<file path="config.mk">
export PLATFORM = sky130hd
export DESIGN_NAME = combined_lcg_shuffle_rng_core
export DESIGN_NICKNAME = d
export VERILOG_FILES = /design/src/rtl/core/clsr_pkg.sv /design/src/rtl/core/clsr_mulmod.sv /design/src/rtl/core/clsr_slot.sv /design/src/rtl/core/clsr_table.sv /design/src/rtl/core/combined_lcg_shuffle_rng_core.sv
export SDC_FILE = /design/constraint.sdc
export NUM_CORES = 2
export LEC_CHECK = 0
export BUFFER_PORTS_ARGS = -buffer_cell sky130_fd_sc_hd__buf_2
export CORE_ASPECT_RATIO = 2
export CORE_MARGIN = 2
export CORE_UTILIZATION = 45
export CTS_CLUSTER_DIAMETER = 80
export DETAILED_ROUTE_END_ITERATION = 6
export PLACE_DENSITY = 0.58
export SLEW_MARGIN = 20
export SYNTH_ARGS = -nofsm -noshare
export SYNTH_HDL_FRONTEND = slang
export SYNTH_SLANG_ARGS = --single-unit
</file>
<file path="constraint.sdc">
create_clock -name aclk -period 7.8 [get_ports aclk]
set_clock_uncertainty 0.05 [all_clocks]
set_input_delay 1.56 -clock aclk [delete_from_list [all_inputs] [get_ports aclk]]
set_output_delay 1.56 -clock aclk [all_outputs]
set_load 0.02 [all_outputs]
</file>
<file path="src/rtl/core/clsr_pkg.sv">
// ----------------------------------------------------------------------------
// clsr_pkg - shared constants and types for the combined lcg shuffle rng
// Widths, generator constants and request codes used across the core.
// ----------------------------------------------------------------------------
package clsr_pkg;

    localparam int VAL_W   = 31;
    localparam int SEED_W  = 32;
    localparam int MUL_W   = 16;
    localparam int DELTA_W = 8;

    // moduli are 2^31 - DELTA
    localparam logic [MUL_W-1:0]   MUL_A   = 16'd40014;
    localparam logic [MUL_W-1:0]   MUL_B   = 16'd40692;
    localparam logic [DELTA_W-1:0] DELTA_A = 8'd85;
    localparam logic [DELTA_W-1:0] DELTA_B = 8'd249;

    localparam longint MOD_A   = 64'd2147483563;
    localparam longint OUT_TOP = MOD_A - 64'd1;

    localparam logic [VAL_W-1:0] SEED_B_RESET = 31'd123456789;

    localparam int DEF_TABLE_DEPTH = 32;
    localparam int WARM_EXTRA      = 8;
    localparam int RECIP_SHIFT     = 40;

    typedef logic [VAL_W-1:0] value_t;

    typedef enum logic {
        CMD_DRAW = 1'b0,
        CMD_SEED = 1'b1
    } cmd_t;

endpackage

</file>
<file path="src/rtl/core/clsr_mulmod.sv">
// ----------------------------------------------------------------------------
// clsr_mulmod - constant modular multiplier
// y = x * MUL mod (2^31 - DELTA), two register stages, free running.
// ----------------------------------------------------------------------------
module clsr_mulmod #(
    parameter logic [clsr_pkg::MUL_W-1:0]   MUL   = clsr_pkg::MUL_A,
    parameter logic [clsr_pkg::DELTA_W-1:0] DELTA = clsr_pkg::DELTA_A
) (
    input  logic            aclk,
    input  clsr_pkg::value_t x,
    output clsr_pkg::value_t y
);
    import clsr_pkg::*;

    localparam int PROD_W = VAL_W + MUL_W;
    localparam logic [VAL_W:0] MODULUS = (VAL_W + 1)'((64'd1 << VAL_W) - 64'(DELTA));

    logic [PROD_W-1:0]        prod_reg;
    value_t                   y_reg;
    logic [MUL_W-1:0]         hi;
    value_t                   lo;
    logic [MUL_W+DELTA_W-1:0] hi_fold;
    logic [VAL_W:0]           fold;

    // 2^31 is congruent to DELTA, so the top bits fold back in
    always_comb begin
        hi      = prod_reg[PROD_W-1 -: MUL_W];
        lo      = prod_reg[VAL_W-1:0];
        hi_fold = (MUL_W + DELTA_W)'(hi) * (MUL_W + DELTA_W)'(DELTA);
        fold    = {1'b0, lo} + (VAL_W + 1)'(hi_fold);
    end

    always_ff @(posedge aclk) begin
        prod_reg <= PROD_W'(x) * PROD_W'(MUL);
        y_reg    <= (fold >= MODULUS) ? VAL_W'(fold - MODULUS) : fold[VAL_W-1:0];
    end

    assign y = y_reg;

endmodule

</file>
<file path="src/rtl/core/clsr_slot.sv">
// ----------------------------------------------------------------------------
// clsr_slot - shuffle slot index from the previous output
// slot = value / SLOT_DIV by reciprocal multiply, one correction step, clamp.
// ----------------------------------------------------------------------------
module clsr_slot #(
    parameter int TABLE_DEPTH = clsr_pkg::DEF_TABLE_DEPTH
) (
    input  logic                           aclk,
    input  clsr_pkg::value_t               value,
    output logic [$clog2(TABLE_DEPTH)-1:0] slot
);
    import clsr_pkg::*;

    localparam int     AW       = $clog2(TABLE_DEPTH);
    localparam longint SLOT_DIV = 64'd1 + OUT_TOP / longint'(TABLE_DEPTH);
    localparam longint RECIP    = (64'd1 << RECIP_SHIFT) / SLOT_DIV;
    localparam int     RECIP_W  = $clog2(RECIP + 1);
    localparam int     DIV_W    = $clog2(SLOT_DIV + 1);
    localparam int     QW       = AW + 2;
    localparam int     RP_W     = VAL_W + RECIP_W;
    localparam int     BW       = QW + DIV_W;

    localparam logic [RECIP_W-1:0] RECIP_C = RECIP_W'(RECIP);
    localparam logic [DIV_W-1:0]   DIV_C   = DIV_W'(SLOT_DIV);

    logic [RP_W-1:0] rprod;
    logic [QW-1:0]   q0_reg;
    value_t          value_reg;
    logic [QW-1:0]   q1;
    logic [BW-1:0]   bound;
    logic [QW-1:0]   qc;
    logic [AW-1:0]   slot_reg;

    assign rprod = RP_W'(value) * RP_W'(RECIP_C);

    // the estimate is low by at most one
    always_comb begin
        q1    = q0_reg + QW'(1);
        bound = BW'(q1) * BW'(DIV_C);
        qc    = (bound <= BW'(value_reg)) ? q1 : q0_reg;
    end

    always_ff @(posedge aclk) begin
        value_reg <= value;
        q0_reg    <= QW'(rprod >> RECIP_SHIFT);
        slot_reg  <= (qc >= QW'(TABLE_DEPTH)) ? AW'(TABLE_DEPTH - 1) : qc[AW-1:0];
    end

    assign slot = slot_reg;

endmodule

</file>
<file path="src/rtl/core/clsr_table.sv">
// ----------------------------------------------------------------------------
// clsr_table - shuffle table memory
// One write and one registered read port; per-entry valid bits make unwritten
// entries read as zero after reset.
// ----------------------------------------------------------------------------
module clsr_table #(
    parameter int TABLE_DEPTH = clsr_pkg::DEF_TABLE_DEPTH
) (
    input  logic                           aclk,
    input  logic                           aresetn,
    input  logic                           rd_en,
    input  logic [$clog2(TABLE_DEPTH)-1:0] rd_addr,
    output clsr_pkg::value_t               rd_data,
    input  logic                           wr_en,
    input  logic [$clog2(TABLE_DEPTH)-1:0] wr_addr,
    input  clsr_pkg::value_t               wr_data
);
    import clsr_pkg::*;

    value_t                   mem [TABLE_DEPTH];
    logic [TABLE_DEPTH-1:0]   valid_reg;
    value_t                   rd_data_reg;
    logic                     rd_hit_reg;

    always_ff @(posedge aclk) begin
        if (wr_en) begin
            mem[wr_addr] <= wr_data;
        end
        if (rd_en) begin
            rd_data_reg <= mem[rd_addr];
        end
    end

    always_ff @(posedge aclk) begin
        if (!aresetn) begin
            valid_reg  <= '0;
            rd_hit_reg <= 1'b0;
        end else begin
            if (wr_en) begin
                valid_reg[wr_addr] <= 1'b1;
            end
            if (rd_en) begin
                rd_hit_reg <= valid_reg[rd_addr];
            end
        end
    end

    assign rd_data = rd_hit_reg ? rd_data_reg : '0;

endmodule

</file>
<file path="src/rtl/core/combined_lcg_shuffle_rng_core.sv">
// ----------------------------------------------------------------------------
// combined_lcg_shuffle_rng_core - combined lcg random generator with shuffle
// Two congruential generators combined through a shuffle table; a draw
// request returns one value, a seed request stores the seed.
// ----------------------------------------------------------------------------
//  channel | dir | tdata                  | tuser
//  s_      | in  | [31:0] seed_value      | [0] command (0 draw, 1 seed)
//  m_      | out | [30:0] random_value    | -
//
//  draw: S_WAIT, S_READ and S_DONE lie between request and next accept, set by the two-stage
//  multipliers and the registered table read-modify-write; s_tready stays low meanwhile
//  first draw after a zero or negative seed adds a warm-up, S_WARM0 to S_WARM2
//  per step and then S_LAUNCH, one multiplier pass per step
//  seed request: stays in S_IDLE, no result
//  reset clears table valid bits at once, no clearing pass; a finished draw
//  waits in place while the previous result is still held on m_
// ----------------------------------------------------------------------------
module combined_lcg_shuffle_rng_core #(
    parameter int TABLE_DEPTH = clsr_pkg::DEF_TABLE_DEPTH
) (
    input  logic        aclk,
    input  logic        aresetn,
    input  logic        s_tvalid,
    output logic        s_tready,
    input  logic [31:0] s_tdata,   // [31:0] seed_value
    input  logic [0:0]  s_tuser,   // [0] command
    output logic        m_tvalid,
    input  logic        m_tready,
    output logic [31:0] m_tdata    // [30:0] random_value, [31] zero
);
    import clsr_pkg::*;

    localparam int AW = $clog2(TABLE_DEPTH);
    localparam int CW = $clog2(TABLE_DEPTH + WARM_EXTRA);
    localparam value_t OUT_TOP_V = VAL_W'(OUT_TOP);

    typedef enum logic [2:0] {
        S_IDLE,
        S_WARM0,
        S_WARM1,
        S_WARM2,
        S_LAUNCH,
        S_WAIT,
        S_READ,
        S_DONE
    } state_t;

    state_t                    state_reg;
    logic signed [SEED_W-1:0]  first_gen_reg;
    value_t                    second_gen_reg;
    value_t                    last_out_reg;
    logic [CW-1:0]             count_reg;
    logic [AW-1:0]             slot_reg;
    logic                      m_tvalid_reg;
    value_t                    m_tdata_reg;

    value_t          gen_a_y;
    value_t          gen_b_y;
    logic [AW-1:0]   slot_calc;
    value_t          tbl_rd_data;
    logic            tbl_rd_en;
    logic            tbl_wr_en;
    logic [AW-1:0]   tbl_wr_addr;
    value_t          tbl_wr_data;

    logic            s_accept;
    logic            commit;
    logic            needs_warm;
    value_t          seed_mag;
    logic signed [VAL_W+1:0] diff;
    logic signed [VAL_W+1:0] diff_wrap;
    value_t          out_value_next;

    clsr_mulmod #(
        .MUL   (MUL_A),
        .DELTA (DELTA_A)
    ) u_gen_a (
        .aclk (aclk),
        .x    (first_gen_reg[VAL_W-1:0]),
        .y    (gen_a_y)
    );

    clsr_mulmod #(
        .MUL   (MUL_B),
        .DELTA (DELTA_B)
    ) u_gen_b (
        .aclk (aclk),
        .x    (second_gen_reg),
        .y    (gen_b_y)
    );

    clsr_slot #(
        .TABLE_DEPTH (TABLE_DEPTH)
    ) u_slot (
        .aclk  (aclk),
        .value (last_out_reg),
        .slot  (slot_calc)
    );

    clsr_table #(
        .TABLE_DEPTH (TABLE_DEPTH)
    ) u_tbl (
        .aclk    (aclk),
        .aresetn (aresetn),
        .rd_en   (tbl_rd_en),
        .rd_addr (slot_calc),
        .rd_data (tbl_rd_data),
        .wr_en   (tbl_wr_en),
        .wr_addr (tbl_wr_addr),
        .wr_data (tbl_wr_data)
    );

    assign s_tready = (state_reg == S_IDLE);
    assign s_accept = s_tvalid && s_tready;
    assign commit   = (state_reg == S_DONE) && (!m_tvalid_reg || m_tready);

    // zero or negative seed triggers warm-up; zero counts as one
    always_comb begin
        needs_warm = first_gen_reg[SEED_W-1] || (first_gen_reg == '0);
        if (first_gen_reg == '0) begin
            seed_mag = VAL_W'(1);
        end else if (first_gen_reg == {1'b1, {(SEED_W-1){1'b0}}}) begin
            seed_mag = '1;
        end else begin
            seed_mag = VAL_W'(-first_gen_reg);
        end
    end

    always_comb begin
        diff      = $signed({2'b00, tbl_rd_data}) - $signed({2'b00, second_gen_reg});
        diff_wrap = diff + $signed({2'b00, OUT_TOP_V});
        out_value_next = (diff < 1) ? diff_wrap[VAL_W-1:0] : diff[VAL_W-1:0];
    end

    always_comb begin
        tbl_rd_en   = (state_reg == S_READ);
        tbl_wr_en   = 1'b0;
        tbl_wr_addr = slot_reg;
        tbl_wr_data = first_gen_reg[VAL_W-1:0];
        if (state_reg == S_WARM2 && count_reg < CW'(TABLE_DEPTH)) begin
            tbl_wr_en   = 1'b1;
            tbl_wr_addr = count_reg[AW-1:0];
            tbl_wr_data = gen_a_y;
        end else if (commit) begin
            tbl_wr_en   = 1'b1;
        end
    end

    always_ff @(posedge aclk) begin
        if (!aresetn) begin
            state_reg      <= S_IDLE;
            first_gen_reg  <= '0;
            second_gen_reg <= SEED_B_RESET;
            last_out_reg   <= '0;
            m_tvalid_reg   <= 1'b0;
        end else begin
            if (m_tvalid_reg && m_tready && !commit) begin
                m_tvalid_reg <= 1'b0;
            end
            case (state_reg)
                S_IDLE: begin
                    if (s_accept) begin
                        if (s_tuser[0] == CMD_SEED) begin
                            first_gen_reg <= $signed(s_tdata);
                        end else if (needs_warm) begin
                            first_gen_reg  <= $signed({1'b0, seed_mag});
                            second_gen_reg <= seed_mag;
                            count_reg      <= CW'(TABLE_DEPTH + WARM_EXTRA - 1);
                            state_reg      <= S_WARM0;
                        end else begin
                            state_reg <= S_WAIT;
                        end
                    end
                end
                S_WARM0: state_reg <= S_WARM1;
                S_WARM1: state_reg <= S_WARM2;
                S_WARM2: begin
                    first_gen_reg <= $signed({1'b0, gen_a_y});
                    if (count_reg == '0) begin
                        last_out_reg <= gen_a_y;
                        state_reg    <= S_LAUNCH;
                    end else begin
                        count_reg <= count_reg - CW'(1);
                        state_reg <= S_WARM0;
                    end
                end
                S_LAUNCH: state_reg <= S_WAIT;
                S_WAIT:   state_reg <= S_READ;
                S_READ: begin
                    first_gen_reg  <= $signed({1'b0, gen_a_y});
                    second_gen_reg <= gen_b_y;
                    slot_reg       <= slot_calc;
                    state_reg      <= S_DONE;
                end
                S_DONE: begin
                    if (commit) begin
                        last_out_reg <= out_value_next;
                        m_tvalid_reg <= 1'b1;
                        m_tdata_reg  <= out_value_next;
                        state_reg    <= S_IDLE;
                    end
                end
                default: state_reg <= S_IDLE;
            endcase
        end
    end

    assign m_tvalid = m_tvalid_reg;
    assign m_tdata  = {1'b0, m_tdata_reg};

    a_out_range: assert property (@(posedge aclk) disable iff (!aresetn)
        m_tvalid |-> (m_tdata[VAL_W-1:0] != '0 && m_tdata[VAL_W-1:0] <= OUT_TOP_V))
        else $error("result outside generator range");

    a_out_from_done: assert property (@(posedge aclk) disable iff (!aresetn)
        $rose(m_tvalid_reg) |-> $past(state_reg == S_DONE))
        else $error("result loaded outside draw completion");

    a_seed_no_result: assert property (@(posedge aclk) disable iff (!aresetn)
        (s_accept && s_tuser[0] == CMD_SEED) |=>
            (state_reg == S_IDLE && !$rose(m_tvalid_reg)))
        else $error("seed request produced work or a result");

    a_slot_bound: assert property (@(posedge aclk) disable iff (!aresetn)
        (state_reg == S_READ) |-> (slot_calc <= AW'(TABLE_DEPTH - 1)))
        else $error("shuffle slot beyond table");

    a_warm_last: assert property (@(posedge aclk) disable iff (!aresetn)
        (state_reg == S_WARM2 && count_reg == '0) |=>
            (last_out_reg == first_gen_reg[VAL_W-1:0]))
        else $error("warm-up did not seed last output from slot zero");

endmodule
</file>
==> results.toml <==
[cells_and_area]
stdcell_area_sq_um = 87100
area_delta_synth_final_pct = 10.3
drive_gt1_share_pct = 14.2
final_cell_mix = "edfxtp_1, inv_1, ha_1"
largest_reg_flops = 992
nets = 7094
final_common_cell = "edfxtp_1"

[drt]
ant_nets = 0
vias = 48000
dr.pass1.iters = 5
drt_wl_total_um = 244000
drc = 0
avgViaCountPerCell = 5.68
wire_per_inst_um = 28.8
drt_iter0_drc = 3429

[clocking]
cts_tree = "built"
insertion_delay_ns = 0.77
htreeDepth = 3
path_clk_slew_ns = 0.07
numCtsBuffers = 120
clkSinkCount = 1385
root_buffer = "clkbuf_16"
cts_buffer_depth = 3
post-cts-setup-buffers = 0

[worst_setup_path]
crit_type = "reg -> reg"
endpoint = "u_gen_b.y[15]"
cp_slowest_cell = "fa_1"
end_kind = "flip-flop"
startpoint = "u_gen_b.prod_reg[34]"
max_stage_delay_ns = 0.57
timing.rr.end = "u_gen_b.y[15]"
crit_required_ns = 8.34
critPathMostFrequentCell = "fa_1"
worstPathArrival_ns = 7.77
r2r_start = "u_gen_b.prod_reg[34]"
rr_worst_depth = 21
crit_fanout = 26
path_cells = "inv_1, fa_1, fa_1, fa_1, fa_1, inv_1, ha_1, and3_1, a221oi_1, xnor2_1, a21oi_1, a2111oi_2, nand4b_1, nor4_1, nand4_1, nor3b_1, nor3b_2, or2_1, buf_4, nand4_1, xnor2_1"
startpoint_type = "flip-flop"
rrSetupSlack_ns = 0.57

[yosys]
syn_nets = 6966
ys_warn_count = 0
avgSynthCellArea_sq_um = 13.4
synth_seq_area_share_pct = 48.6
synth_edf_count = 1065
ys_seq_elements = 1385
synth.distinct_cells = 105
async_flop_share_pct = 0
synth_area_sq_um = 79000
synth-main-ff-cell = "edfxtp_1"
synthCells = 5893

[global_route]
grt_pass1_vias = 51200
overflow = 0
antenna_found_initial = 15
grt_pass1_wl_um = 350000
grtUsageTotal_pct = 27.5
grt_max_degree = 100

[sta]
final_max_slew_viol_count = 0
max_clock_freq_mhz = 138
finalHoldViolCount = 0
setup_slack_ns = 0.567
min_period_over_period_pct = 92.7
tightestPinTransition_ns = 1.11
fin_tns_setup_ns = 0
finalSetupViolCount = 0
holdWs_ns = 0.302
final.min_clock_period_ns = 7.23
slew_headroom_pct = 26.1
rsz0062_at_grt = "false"

[outcome]
status = "completed"

[min_path]
hold_class = "reg -> reg"

[place]
dp_slack_ns = 0.557
place.gp.congestion = 0.961
io_buffers = 69
placed_cell_area_sq_um = 83000
dpl.hpwl_um = 181000

[die]
die_w_um = 300
core_sq_um = 175000
start_util_pct = 45.2
die_area_sq_um = 179000
io_pins = 71
rows = 217
die_y_um = 596

[job]
maxCapViolations = 0
## synthesized netlist by cell type (20+ instances only)
cell type / count / share of area (%)
and3_1: 39 / 0.31
nor3_1: 38 / 0.24
nand3_1: 91 / 0.58
fa_1: 465 / 12
xnor2_1: 181 / 2.0
a21o_1: 109 / 1.0
a21oi_1: 283 / 1.8
a211oi_1: 57 / 0.54
dfxtp_1: 320 / 8.1
o211ai_1: 45 / 0.43
o21bai_1: 31 / 0.29
nor2_1: 331 / 1.6
buf_1: 35 / 0.17
and2_1: 44 / 0.35
nand4_1: 35 / 0.28
nand2_1: 247 / 1.2
nand2b_1: 31 / 0.25
a31oi_1: 22 / 0.17
o21a_1: 25 / 0.24
o31ai_1: 20 / 0.19
ha_1: 571 / 9.0
xor2_1: 70 / 0.78
edfxtp_1: 1065 / 40
nor2b_1: 24 / 0.19
mux4_2: 320 / 9.1
mux2_2: 38 / 0.54
o21ai_0: 145 / 0.92
clkbuf_1: 136 / 0.65
inv_1: 812 / 3.9
## how the worst min path moves through the flow
stage	to	cells past startpoint	slack, ns	start
6_report	u_slot.value_reg[19]	0	0.30	last_out_reg[19]
5_1_grt	u_slot.value_reg[22]	0	0.30	last_out_reg[22]
4_1_cts	u_slot.value_reg[19]	0	0.30	last_out_reg[19]
3_5_place_dp	u_slot.value_reg[15]	0	0.28	last_out_reg[15]
3_3_place_gp	u_slot.value_reg[15]	0	0.28	last_out_reg[15]
2_1_floorplan	u_slot.value_reg[15]	0	0.28	last_out_reg[15]
## repair_timing
item | in CTS | in global routing
setup endpoints to repair | 0 | 1
resized for setup | 0 | 1
hold buffers | 0 | 0
## cell families (layout without fill, tap and decap cells)
kind of cell	after synthesis	after routing	share of synthesized area, %
other	1	16	0.00475
muxes	377	377	9.91
xor gates and xnor gates	252	252	2.80
AOI/OAI and AO/OA	864	864	7.10
DFF	1385	1385	48.6
and+or+nand+nor	980	980	5.96
buffers and inverters	998	1234	4.79
adders and majority gates	1036	1036	20.8
## layout make-up
type,instances,area (sq um)
Antenna cell,15,37.5
Clock buffer,148,3220
Clock inverter,82,790
Fill cell,15000,87500
Inverter,813,3050
Multi-Input combinational cell,3510,37300
Sequential cell,1385,38400
Tap cell,2299,2880
Timing Repair Buffer,191,1420
## metrics by stage
step	util [%]	cells
final	49.9	8443
after CTS	49.8	8428
after global placement	47.5	8194
after detailed placement	47.5	8198
after floorplan	-	5893
after global routing	49.9	8441
## worst max-delay path, delay by kind of cell (launching register included)
kind                     cells  cell delay [ns]
AO/OA/AOI/OAI                3             1.15
flip-flops                   1             0.41
buffers and inverters        3             0.48
adder cells (fa/ha/maj)      5             2.48
AND/OR/NAND/NOR              8             2.03
XOR/XNOR                     2             0.44
## routing by layer
metal / global-route usage (%) / wire (um) / vias up
li1: - / - / 21400
met1: 26.7 / 77300 / 24700
met2: 52.2 / 135000 / 1308
met3: 2.94 / 9030 / 585
met4: 21.2 / 22600 / 8
met5: 0 / 56 / -
Power is not shown: default switching activity piles up to over one toggle a cycle in this logic, so the estimate is an artifact.
